--- config.mk ---
export PLATFORM = sky130hd
export DESIGN_NAME = crc8_checked_frame_receiver_unit_flat
export DESIGN_NICKNAME = d
export VERILOG_FILES = /design/src/sv/crc8cfr_pkg.sv /design/src/sv/crc8cfr_if.sv /design/src/sv/crc8cfr_parser.sv /design/src/sv/crc8cfr_queue.sv /design/src/sv/crc8cfr_emit.sv /design/src/sv/crc8_checked_frame_receiver_unit.sv /design/src/flat_wrapper.sv
export SDC_FILE = /design/constraint.sdc
export NUM_CORES = 1
export LEC_CHECK = 0
export BUFFER_PORTS_ARGS = -buffer_cell sky130_fd_sc_hd__buf_2
export CAP_MARGIN = 15
export CELL_PAD_IN_SITES_DETAIL_PLACEMENT = 1
export CELL_PAD_IN_SITES_GLOBAL_PLACEMENT = 2
export CORE_MARGIN = 3
export CORE_UTILIZATION = 50
export CTS_BUF_LIST = sky130_fd_sc_hd__clkbuf_8
export DETAILED_ROUTE_END_ITERATION = 8
export GPL_ROUTABILITY_DRIVEN = 0
export HOLD_SLACK_MARGIN = 0.12
export PLACE_DENSITY = 0.95
export SLEW_MARGIN = 15
export SYNTH_ARGS = -nofsm -noshare
export SYNTH_HDL_FRONTEND = slang
export SYNTH_SLANG_ARGS = --single-unit
--- constraint.sdc ---
create_clock -name clk -period 12 [get_ports clk]
set_clock_uncertainty 0.05 [all_clocks]
set_input_delay 1.2 -clock clk [delete_from_list [all_inputs] [get_ports clk]]
set_output_delay 1.2 -clock clk [all_outputs]
set_load 0.01 [all_outputs]
--- src/sv/crc8cfr_pkg.sv ---
`default_nettype none
// ----------------------------------------------------------------------------
// crc8cfr_pkg
// Shared types, register codes and the CRC8 byte update for the frame receiver.
// ----------------------------------------------------------------------------
package crc8cfr_pkg;

	localparam int unsigned BYTE_W            = 8;
	localparam int unsigned CFG_IDX_W         = 8;
	localparam int unsigned TEXT_W            = 64;
	localparam int unsigned TEXT_LEN_W        = 4;
	localparam int unsigned LEN_W             = 6;
	localparam int unsigned MAX_FRAME_PAYLOAD = 32;
	localparam int unsigned TEXT_CHARS_DEF    = 8;
	localparam int unsigned TEXT_CHARS_MAX    = 8;
	localparam int unsigned QUEUE_DEPTH       = 2;

	localparam logic [BYTE_W-1:0] CRC_POLY = 8'h07;
	localparam logic [BYTE_W-1:0] CRC_INIT = 8'h00;

	localparam logic [BYTE_W-1:0] START_MARKER_RST = 8'hAA;
	localparam logic [BYTE_W-1:0] END_MARKER_RST   = 8'h55;
	localparam logic [BYTE_W-1:0] INIT_TYPE_RST    = 8'h01;
	localparam logic [BYTE_W-1:0] STATE_TYPE_RST   = 8'h02;

	typedef enum logic [CFG_IDX_W-1:0] {
		REG_START_MARKER = 8'd0,
		REG_END_MARKER   = 8'd1,
		REG_INIT_TYPE    = 8'd2,
		REG_STATE_TYPE   = 8'd3
	} cfg_reg_t;

	typedef enum logic [2:0] {
		PH_HUNT    = 3'd0,
		PH_TYPE    = 3'd1,
		PH_LEN     = 3'd2,
		PH_PAYLOAD = 3'd3,
		PH_CRC     = 3'd4,
		PH_END     = 3'd5
	} phase_t;

	typedef enum logic {
		KIND_INIT  = 1'b0,
		KIND_STATE = 1'b1
	} frame_kind_t;

	typedef struct packed {
		frame_kind_t             kind;
		logic [TEXT_W-1:0]       text;
		logic [TEXT_LEN_W-1:0]   count;
	} frame_rec_t;

	function automatic logic [BYTE_W-1:0] crc8_feed(input logic [BYTE_W-1:0] crc,
			input logic [BYTE_W-1:0] b);
		logic [BYTE_W-1:0] c;
		c = crc ^ b;
		for (int k = 0; k < BYTE_W; k++) begin
			if (c[BYTE_W-1]) begin
				c = {c[BYTE_W-2:0], 1'b0} ^ CRC_POLY;
			end else begin
				c = {c[BYTE_W-2:0], 1'b0};
			end
		end
		return c;
	endfunction

endpackage
`default_nettype wire

--- src/sv/crc8cfr_if.sv ---
`default_nettype none
// ----------------------------------------------------------------------------
// crc8cfr_if
// Valid/ready channels: received bytes, frame results and register writes.
// ----------------------------------------------------------------------------
interface crc8cfr_byte_if import crc8cfr_pkg::*; ();
	logic              valid;
	logic              ready;
	logic [BYTE_W-1:0] rx_data;
	modport source (output valid, output rx_data, input ready);
	modport sink   (input valid, input rx_data, output ready);
endinterface

interface crc8cfr_result_if import crc8cfr_pkg::*; ();
	logic                  valid;
	logic                  ready;
	logic                  frame_kind;
	logic [TEXT_W-1:0]     text_bytes;
	logic [TEXT_LEN_W-1:0] text_length;
	modport source (output valid, output frame_kind, output text_bytes, output text_length,
		input ready);
	modport sink   (input valid, input frame_kind, input text_bytes, input text_length,
		output ready);
endinterface

interface crc8cfr_cfg_if import crc8cfr_pkg::*; ();
	logic                 valid;
	logic                 ready;
	logic [CFG_IDX_W-1:0] index;
	logic [BYTE_W-1:0]    data;
	modport source (output valid, output index, output data, input ready);
	modport sink   (input valid, input index, input data, output ready);
endinterface
`default_nettype wire

--- src/sv/crc8cfr_parser.sv ---
`default_nettype none
// ----------------------------------------------------------------------------
// crc8cfr_parser
// Front end: takes bytes, tracks frame phase, runs the CRC and emits a record
// for every accepted frame.
// ----------------------------------------------------------------------------
module crc8cfr_parser import crc8cfr_pkg::*; #(
	parameter int unsigned TEXT_CHARS = TEXT_CHARS_DEF
) (
	input  wire logic       clk,
	input  wire logic       arst_n,
	crc8cfr_byte_if.sink    rx,
	crc8cfr_cfg_if.sink     cfg,
	input  wire logic       q_full,
	output logic            push,
	output frame_rec_t      rec
);

	localparam int unsigned TIDX_W = (TEXT_CHARS > 1) ? $clog2(TEXT_CHARS) : 1;

	logic [BYTE_W-1:0] start_marker_q;
	logic [BYTE_W-1:0] end_marker_q;
	logic [BYTE_W-1:0] init_type_q;
	logic [BYTE_W-1:0] state_type_q;

	phase_t            phase_q, phase_d;
	logic [BYTE_W-1:0] frame_type_q;
	logic [LEN_W-1:0]  frame_length_q;
	logic [LEN_W-1:0]  byte_index_q;
	logic [BYTE_W-1:0] running_crc_q;
	logic [BYTE_W-1:0] received_crc_q;
	logic [BYTE_W-1:0] text_store_q [TEXT_CHARS];

	logic              accept;
	logic [BYTE_W-1:0] b;
	logic [LEN_W-1:0]  next_index;
	logic              len_bad;
	logic              frame_ok;
	logic              is_init;
	logic              is_state;
	logic [TEXT_W-1:0] text_flat;

	assign accept     = rx.valid && rx.ready;
	assign b          = rx.rx_data;
	assign rx.ready   = !q_full;
	assign cfg.ready  = 1'b1;
	assign next_index = byte_index_q + LEN_W'(1);
	assign len_bad    = (b == '0) || (b > BYTE_W'(MAX_FRAME_PAYLOAD));

	always_ff @(posedge clk or negedge arst_n) begin
		if (!arst_n) begin
			start_marker_q <= START_MARKER_RST;
			end_marker_q   <= END_MARKER_RST;
			init_type_q    <= INIT_TYPE_RST;
			state_type_q   <= STATE_TYPE_RST;
		end else if (cfg.valid && cfg.ready) begin
			case (cfg.index)
				REG_START_MARKER: start_marker_q <= cfg.data;
				REG_END_MARKER:   end_marker_q   <= cfg.data;
				REG_INIT_TYPE:    init_type_q    <= cfg.data;
				REG_STATE_TYPE:   state_type_q   <= cfg.data;
				default: ;
			endcase
		end
	end

	always_ff @(posedge clk or negedge arst_n) begin
		if (!arst_n) begin
			phase_q <= PH_HUNT;
		end else if (accept) begin
			phase_q <= phase_d;
		end
	end

	always_comb begin
		phase_d = PH_HUNT;
		case (phase_q)
			PH_HUNT:    phase_d = (b == start_marker_q) ? PH_TYPE : PH_HUNT;
			PH_TYPE:    phase_d = PH_LEN;
			PH_LEN:     phase_d = len_bad ? PH_HUNT : PH_PAYLOAD;
			PH_PAYLOAD: phase_d = (next_index >= frame_length_q) ? PH_CRC : PH_PAYLOAD;
			PH_CRC:     phase_d = PH_END;
			PH_END:     phase_d = PH_HUNT;
			default:    phase_d = PH_HUNT;
		endcase
	end

	always_ff @(posedge clk) begin
		if (accept) begin
			case (phase_q)
				PH_TYPE: begin
					frame_type_q  <= b;
					running_crc_q <= crc8_feed(CRC_INIT, b);
				end
				PH_LEN: begin
					if (!len_bad) begin
						frame_length_q <= b[LEN_W-1:0];
						byte_index_q   <= '0;
						running_crc_q  <= crc8_feed(running_crc_q, b);
					end
				end
				PH_PAYLOAD: begin
					if (byte_index_q < LEN_W'(TEXT_CHARS)) begin
						text_store_q[byte_index_q[TIDX_W-1:0]] <= b;
					end
					running_crc_q <= crc8_feed(running_crc_q, b);
					byte_index_q  <= next_index;
				end
				PH_CRC: received_crc_q <= b;
				default: ;
			endcase
		end
	end

	always_comb begin
		text_flat = '0;
		for (int i = 0; i < TEXT_CHARS; i++) begin
			text_flat[i*BYTE_W +: BYTE_W] = text_store_q[i];
		end
	end

	assign frame_ok = (phase_q == PH_END) && (b == end_marker_q)
		&& (running_crc_q == received_crc_q);
	assign is_init  = (frame_type_q == init_type_q);
	assign is_state = (frame_type_q == state_type_q);
	assign push     = accept && frame_ok && (is_init || is_state);

	always_comb begin
		rec.kind  = is_init ? KIND_INIT : KIND_STATE;
		rec.text  = text_flat;
		rec.count = '0;
		if (!is_init) begin
			rec.count = (frame_length_q < LEN_W'(TEXT_CHARS))
				? TEXT_LEN_W'(frame_length_q) : TEXT_LEN_W'(TEXT_CHARS);
		end
	end

endmodule
`default_nettype wire

--- src/sv/crc8cfr_queue.sv ---
`default_nettype none
// ----------------------------------------------------------------------------
// crc8cfr_queue
// Short FIFO of frame records between the parser and the result stage.
// ----------------------------------------------------------------------------
module crc8cfr_queue import crc8cfr_pkg::*; (
	input  wire logic        clk,
	input  wire logic        arst_n,
	input  wire logic        push,
	input  wire frame_rec_t  push_rec,
	input  wire logic        pop,
	output logic             full,
	output logic             not_empty,
	output frame_rec_t       head
);

	localparam int unsigned PTR_W = (QUEUE_DEPTH > 1) ? $clog2(QUEUE_DEPTH) : 1;
	localparam int unsigned CNT_W = $clog2(QUEUE_DEPTH + 1);

	frame_rec_t         mem_q [QUEUE_DEPTH];
	logic [PTR_W-1:0]   wr_ptr_q;
	logic [PTR_W-1:0]   rd_ptr_q;
	logic [CNT_W-1:0]   count_q;
	logic               do_push;
	logic               do_pop;

	assign full      = (count_q == CNT_W'(QUEUE_DEPTH));
	assign not_empty = (count_q != '0);
	assign do_push   = push && !full;
	assign do_pop    = pop && not_empty;
	assign head      = mem_q[rd_ptr_q];

	always_ff @(posedge clk) begin
		if (do_push) begin
			mem_q[wr_ptr_q] <= push_rec;
		end
	end

	always_ff @(posedge clk or negedge arst_n) begin
		if (!arst_n) begin
			wr_ptr_q <= '0;
			rd_ptr_q <= '0;
			count_q  <= '0;
		end else begin
			if (do_push) begin
				wr_ptr_q <= (wr_ptr_q == PTR_W'(QUEUE_DEPTH - 1)) ? '0 : wr_ptr_q + PTR_W'(1);
			end
			if (do_pop) begin
				rd_ptr_q <= (rd_ptr_q == PTR_W'(QUEUE_DEPTH - 1)) ? '0 : rd_ptr_q + PTR_W'(1);
			end
			count_q <= count_q + CNT_W'(do_push) - CNT_W'(do_pop);
		end
	end

endmodule
`default_nettype wire

--- src/sv/crc8cfr_emit.sv ---
`default_nettype none
// ----------------------------------------------------------------------------
// crc8cfr_emit
// Back end: pulls records from the queue, masks unused text bytes and holds
// the result in an output register until taken.
// ----------------------------------------------------------------------------
module crc8cfr_emit import crc8cfr_pkg::*; (
	input  wire logic        clk,
	input  wire logic        arst_n,
	input  wire logic        q_not_empty,
	input  wire frame_rec_t  q_head,
	output logic             q_pop,
	crc8cfr_result_if.source res
);

	logic                  valid_q;
	logic                  kind_q;
	logic [TEXT_W-1:0]     text_q;
	logic [TEXT_LEN_W-1:0] len_q;
	logic                  load;
	logic [TEXT_W-1:0]     masked;

	assign load  = q_not_empty && (!valid_q || res.ready);
	assign q_pop = load;

	always_comb begin
		masked = '0;
		for (int i = 0; i < TEXT_CHARS_MAX; i++) begin
			if (TEXT_LEN_W'(i) < q_head.count) begin
				masked[i*BYTE_W +: BYTE_W] = q_head.text[i*BYTE_W +: BYTE_W];
			end
		end
	end

	always_ff @(posedge clk or negedge arst_n) begin
		if (!arst_n) begin
			valid_q <= 1'b0;
		end else if (load) begin
			valid_q <= 1'b1;
		end else if (res.ready) begin
			valid_q <= 1'b0;
		end
	end

	always_ff @(posedge clk) begin
		if (load) begin
			kind_q <= q_head.kind;
			text_q <= masked;
			len_q  <= q_head.count;
		end
	end

	assign res.valid       = valid_q;
	assign res.frame_kind  = kind_q;
	assign res.text_bytes  = text_q;
	assign res.text_length = len_q;

endmodule
`default_nettype wire

--- src/sv/crc8_checked_frame_receiver_unit.sv ---
`default_nettype none
// Result path: once its end byte is accepted, a frame's record is written to the record
// queue, then loaded into the output register and offered; soonest when both are empty.
// Throughput: one byte per cycle; the parser stalls only while the two-entry
// record queue is full. Configuration writes take effect in the next cycle; the write channel is always ready.
// Reset: asynchronous; markers and type codes return to their defaults, the
// parser hunts for a start byte, queue and output register are empty.
// ----------------------------------------------------------------------------
// crc8_checked_frame_receiver_unit
// Byte-stream frame receiver with CRC8 check, producing init and state results.
// ----------------------------------------------------------------------------
module crc8_checked_frame_receiver_unit import crc8cfr_pkg::*; #(
	parameter int unsigned TEXT_CHARS = TEXT_CHARS_DEF
) (
	input  wire logic        clk,
	input  wire logic        arst_n,
	crc8cfr_byte_if.sink     rx,
	crc8cfr_cfg_if.sink      cfg,
	crc8cfr_result_if.source res
);

	logic       push;
	frame_rec_t rec;
	logic       q_full;
	logic       q_not_empty;
	logic       q_pop;
	frame_rec_t q_head;

	crc8cfr_parser #(.TEXT_CHARS(TEXT_CHARS)) u_parser (
		.clk    (clk),
		.arst_n (arst_n),
		.rx     (rx),
		.cfg    (cfg),
		.q_full (q_full),
		.push   (push),
		.rec    (rec)
	);

	crc8cfr_queue u_queue (
		.clk       (clk),
		.arst_n    (arst_n),
		.push      (push),
		.push_rec  (rec),
		.pop       (q_pop),
		.full      (q_full),
		.not_empty (q_not_empty),
		.head      (q_head)
	);

	crc8cfr_emit u_emit (
		.clk         (clk),
		.arst_n      (arst_n),
		.q_not_empty (q_not_empty),
		.q_head      (q_head),
		.q_pop       (q_pop),
		.res         (res)
	);

endmodule
`default_nettype wire

--- src/flat_wrapper.sv ---
// flat-port wrapper written by rule: the top's interface ports become plain ports
module crc8_checked_frame_receiver_unit_flat import crc8cfr_pkg::*;
#(
	parameter int unsigned TEXT_CHARS = TEXT_CHARS_DEF
)
  (clk, arst_n, rx_valid, rx_rx_data, rx_ready, cfg_valid, cfg_index, cfg_data, cfg_ready, res_valid, res_frame_kind, res_text_bytes, res_text_length, res_ready);
  crc8cfr_byte_if rx_i ();
  crc8cfr_cfg_if cfg_i ();
  crc8cfr_result_if res_i ();
  input  wire logic clk;
  input  wire logic arst_n;
  input wire logic [$bits(rx_i.valid)-1:0] rx_valid;
  input wire logic [$bits(rx_i.rx_data)-1:0] rx_rx_data;
  output wire logic [$bits(rx_i.ready)-1:0] rx_ready;
  input wire logic [$bits(cfg_i.valid)-1:0] cfg_valid;
  input wire logic [$bits(cfg_i.index)-1:0] cfg_index;
  input wire logic [$bits(cfg_i.data)-1:0] cfg_data;
  output wire logic [$bits(cfg_i.ready)-1:0] cfg_ready;
  output wire logic [$bits(res_i.valid)-1:0] res_valid;
  output wire logic [$bits(res_i.frame_kind)-1:0] res_frame_kind;
  output wire logic [$bits(res_i.text_bytes)-1:0] res_text_bytes;
  output wire logic [$bits(res_i.text_length)-1:0] res_text_length;
  input wire logic [$bits(res_i.ready)-1:0] res_ready;
  assign rx_i.valid = rx_valid;
  assign rx_i.rx_data = rx_rx_data;
  assign rx_ready = rx_i.ready;
  assign cfg_i.valid = cfg_valid;
  assign cfg_i.index = cfg_index;
  assign cfg_i.data = cfg_data;
  assign cfg_ready = cfg_i.ready;
  assign res_valid = res_i.valid;
  assign res_frame_kind = res_i.frame_kind;
  assign res_text_bytes = res_i.text_bytes;
  assign res_text_length = res_i.text_length;
  assign res_i.ready = res_ready;
  crc8_checked_frame_receiver_unit #(.TEXT_CHARS(TEXT_CHARS)) u_core (.clk(clk), .arst_n(arst_n), .rx(rx_i), .cfg(cfg_i), .res(res_i));
endmodule
==> impl_metrics.yaml <==
cts:
  htree_levels: 2
  worstSkewPairLatency_ns: 0.58
  clkTransAtPathRegs_ns: 0.06
  cts_buffer_depth: 3
  cts_sinks: 347
  ctsHoldBuffers: 0
  cts_tree: "built"
  cts_made_buffers: 53
  cts_setup_buffers: 0
  cts_resized: 0
  cts-root-buf: "clkbuf_8"
setup_path:
  crit_required_ns: 12.13
  startpoint_type: "primary input"
  r2r_end: "u_core.u_parser.text_store_q[3][7]$_DFFE_PP_"
  r2r-start: "u_core.u_parser.phase_q[1]$_DFFE_PN0P_"
  cp.arrival_ns: 3.44
  crit_start: "rx_rx_data[5]"
  worstPathMaxFanout: 69
  critPathKind: "primary input to register"
  rrSetupSlack_ns: 8.82
  rr_worst_depth: 5
  cp-end-kind: "register"
global_routing:
  grt_pass1_vias: 7556
  antenna_found_initial: 0
  gr-total-overflow: 0
  grt_max_degree: 72
  grt_pass1_wl_mm: 42.92
  grt_use_total_pct: 19.65
final_layout:
  area_delta_synth_final_pct: 14.35
  antennaDiodeCount: 0
  mostFrequentLayoutCells: "edfxtp_1 (307), buf_2 (99), nor2_1 (86)"
  fin_area_mm2: 0.01512
  final_common_cell: "edfxtp_1"
  multiInputGateArea_mm2: 0.002880
  num-fill-cells: 2378
  layout.nets: 943
  layout.area.seq_mm2: 0.01024
  drive_above_1_share_pct: 23.60
detailed_routing:
  viasPerCell: 5.335
  vias: 6802
  dr.pass1.iters: 5
  m1WireLength_mm: 10.98
  wl_met3_mm: 1.456
  wl_met2_mm: 14.75
  top_layer: "met4"
  drt-initial-drc-count: 423
  ant_nets: 0
  post-route-drc-count: 0
  route.detailed.wl_per_inst_um: 21.78
  drt-total-wl_mm: 27.77
power:
  total_power_mw: 2.870
  vdd_drop_max_uv: 100.8
  p_leak_nw: 5.653
  power_per_cell_area_mw_per_mm2: 189.8
timing:
  finalHoldViolCount: 0
  worstMarginPinSlew_ns: 0.9932
  max_freq_mhz: 301.6
  rsz0062_at_grt: "false"
  slew_violations: 0
  worst_slack_ns: 8.684
  slew_headroom_pct: 33.28
  finalSetupViolations: 0
  fin_tns_setup_ns: 0
  final.min_clock_period_ns: 3.316
  post-route-period-util_pct: 27.63
min_path:
  hold_class: "register to register"
  worstHoldStart: "u_core.u_parser.text_store_q[0][3]$_DFFE_PP_"
  min_to: "u_core.u_queue.mem_q[1][7]$_DFFE_PP_"
  holdPathStages: 0
floorplan:
  die_h_um: 168.6
  io_pins: 101
  fp.dieW_um: 168.6
  core_mm2: 0.02562
  die_area_mm2: 0.02843
  start_util_pct: 51.62
  core.rowCount: 58
job:
  maxCapViolCount: 0
yosys:
  syn_area_per_cell_um2: 17.42
  synth_flop_cell: "edfxtp_1"
  synth-edff-count: 307
  synthDistinctLibCells: 42
  synthesis.instances: 759
  ys_seq_area_share_pct: 77.38
  ys_async_sr_fraction_pct: 11.53
  yosysWarnings: 0
  syn-num-nets: 801
  syn_area_mm2: 0.01322
  synth-seq-cells: 347
placed_design:
  placed_area_mm2: 0.01413
  dp_hpwl_mm: 17.81
  port-buffer-count: 99
  dp_slack_ns: 7.910
run_status:
  outcome: "finished, final reports clean"
metal layers:
metal | up-vias | track usage [%]
li1 | 3103 | -
met1 | 3440 | 24.39
met2 | 206 | 35.71
met3 | 53 | 3.620
met4 | 0 | 5.052
met5 | - | 0
stage by stage:
step / cells / hold WS [ns] / utilization [%]
after CTS: 1275 / 0.3845 / 58.96
after global placement: 1176 / 0.3717 / 55.17
after detailed placement: 1176 / 0.3824 / 55.17
after floorplan: 759 / 0.3715 / -
after global routing: 1275 / 0.3786 / 59.02
final: 1275 / 0.3892 / 59.02
state kept, by name, indices dropped and copies added, names as in the netlist:
register                        flops
u_core.u_emit.res.frame_kind        1
u_core.u_emit.res.text_bytes       64
u_core.u_emit.res.text_length       4
u_core.u_emit.res.valid             1
u_core.u_parser.byte_index_q        6
u_core.u_parser.end_marker_q        8
u_core.u_parser.frame_length_q      6
u_core.u_parser.frame_type_q        8
u_core.u_parser.init_type_q         8
u_core.u_parser.phase_q             3
u_core.u_parser.received_crc_q      8
u_core.u_parser.running_crc_q       8
u_core.u_parser.start_marker_q      8
u_core.u_parser.state_type_q        8
u_core.u_parser.text_store_q       64
u_core.u_queue.count_q              2
u_core.u_queue.mem_q              138
u_core.u_queue.rd_ptr_q             1
u_core.u_queue.wr_ptr_q             1
cells in the mapped netlist, types with 2 or more instances:
| cell type | n | area [µm²] |
|---|---|---|
| buf_2 | 5 | 25.02 |
| ha_1 | 13 | 162.7 |
| dfstp_2 | 10 | 262.8 |
| xnor2_1 | 61 | 534.3 |
| nor2_1 | 88 | 330.3 |
| inv_1 | 19 | 71.32 |
| o32ai_1 | 2 | 17.52 |
| dfrtp_1 | 30 | 750.7 |
| nor2b_1 | 4 | 25.02 |
| nand2_1 | 15 | 56.30 |
| a21oi_1 | 7 | 35.03 |
| nor4_1 | 4 | 25.02 |
| mux2_2 | 35 | 394.1 |
| edfxtp_1 | 307 | 9219 |
| xor2_1 | 21 | 183.9 |
| a221o_1 | 2 | 20.02 |
| nand4_1 | 8 | 50.05 |
| mux2i_1 | 69 | 690.7 |
| or2_2 | 2 | 12.51 |
| nor3_1 | 8 | 40.04 |
| o21ai_0 | 2 | 10.01 |
| and3_1 | 3 | 18.77 |
| nand3_1 | 7 | 35.03 |
| clkbuf_1 | 9 | 33.78 |
| buf_1 | 4 | 15.01 |
| nand3b_1 | 3 | 22.52 |
| nand2b_1 | 6 | 37.54 |
worst max-delay path by stage:
stage	to	depth (start not counted)
finish	u_core.u_queue.mem_q[0][46]$_DFFE_PP_	7
global route	u_core.u_queue.mem_q[0][44]$_DFFE_PP_	7
global placement	u_core.u_parser.running_crc_q[0]$_DFFE_PP_	8
CTS	u_core.u_parser.running_crc_q[4]$_DFFE_PP_	8
floorplan	u_core.u_queue.count_q[1]$_DFF_PN0_	7
detailed placement	u_core.u_parser.running_crc_q[4]$_DFFE_PP_	8
where the power goes:
part	switching [mW]	internal, mW
Sequential	0.0629	1.46
Clock	0.441	0.442
Combinational	0.283	0.181
layout make-up:
type	instances	share of cell area (%)
Tap cell	330	2.731
Inverter	19	0.4717
Clock inverter	45	1.506
Sequential cell	347	67.70
Timing Repair Buffer	106	3.625
Clock buffer	54	4.916
Multi-Input combinational cell	374	19.05
logic make-up after synthesis:
family | synth area share [%]
DFF | 77.38
buffers and inverters | 1.154
AOI/OAI and AO/OA | 1.060
and+or+nand+nor | 5.507
adders and majority gates | 1.230
other | 0.02836
muxes | 8.204
xor gates and xnor gates | 5.432
critical path, cell delays in order:
cell and delay, ns:
buf_2 0.42, xnor2_1 0.18, nand3_1 0.09, nor3_1 0.27, nand3_1 0.30, nor2_4 0.16
buf_4 0.73
Power figures use the tool's default switching activity.
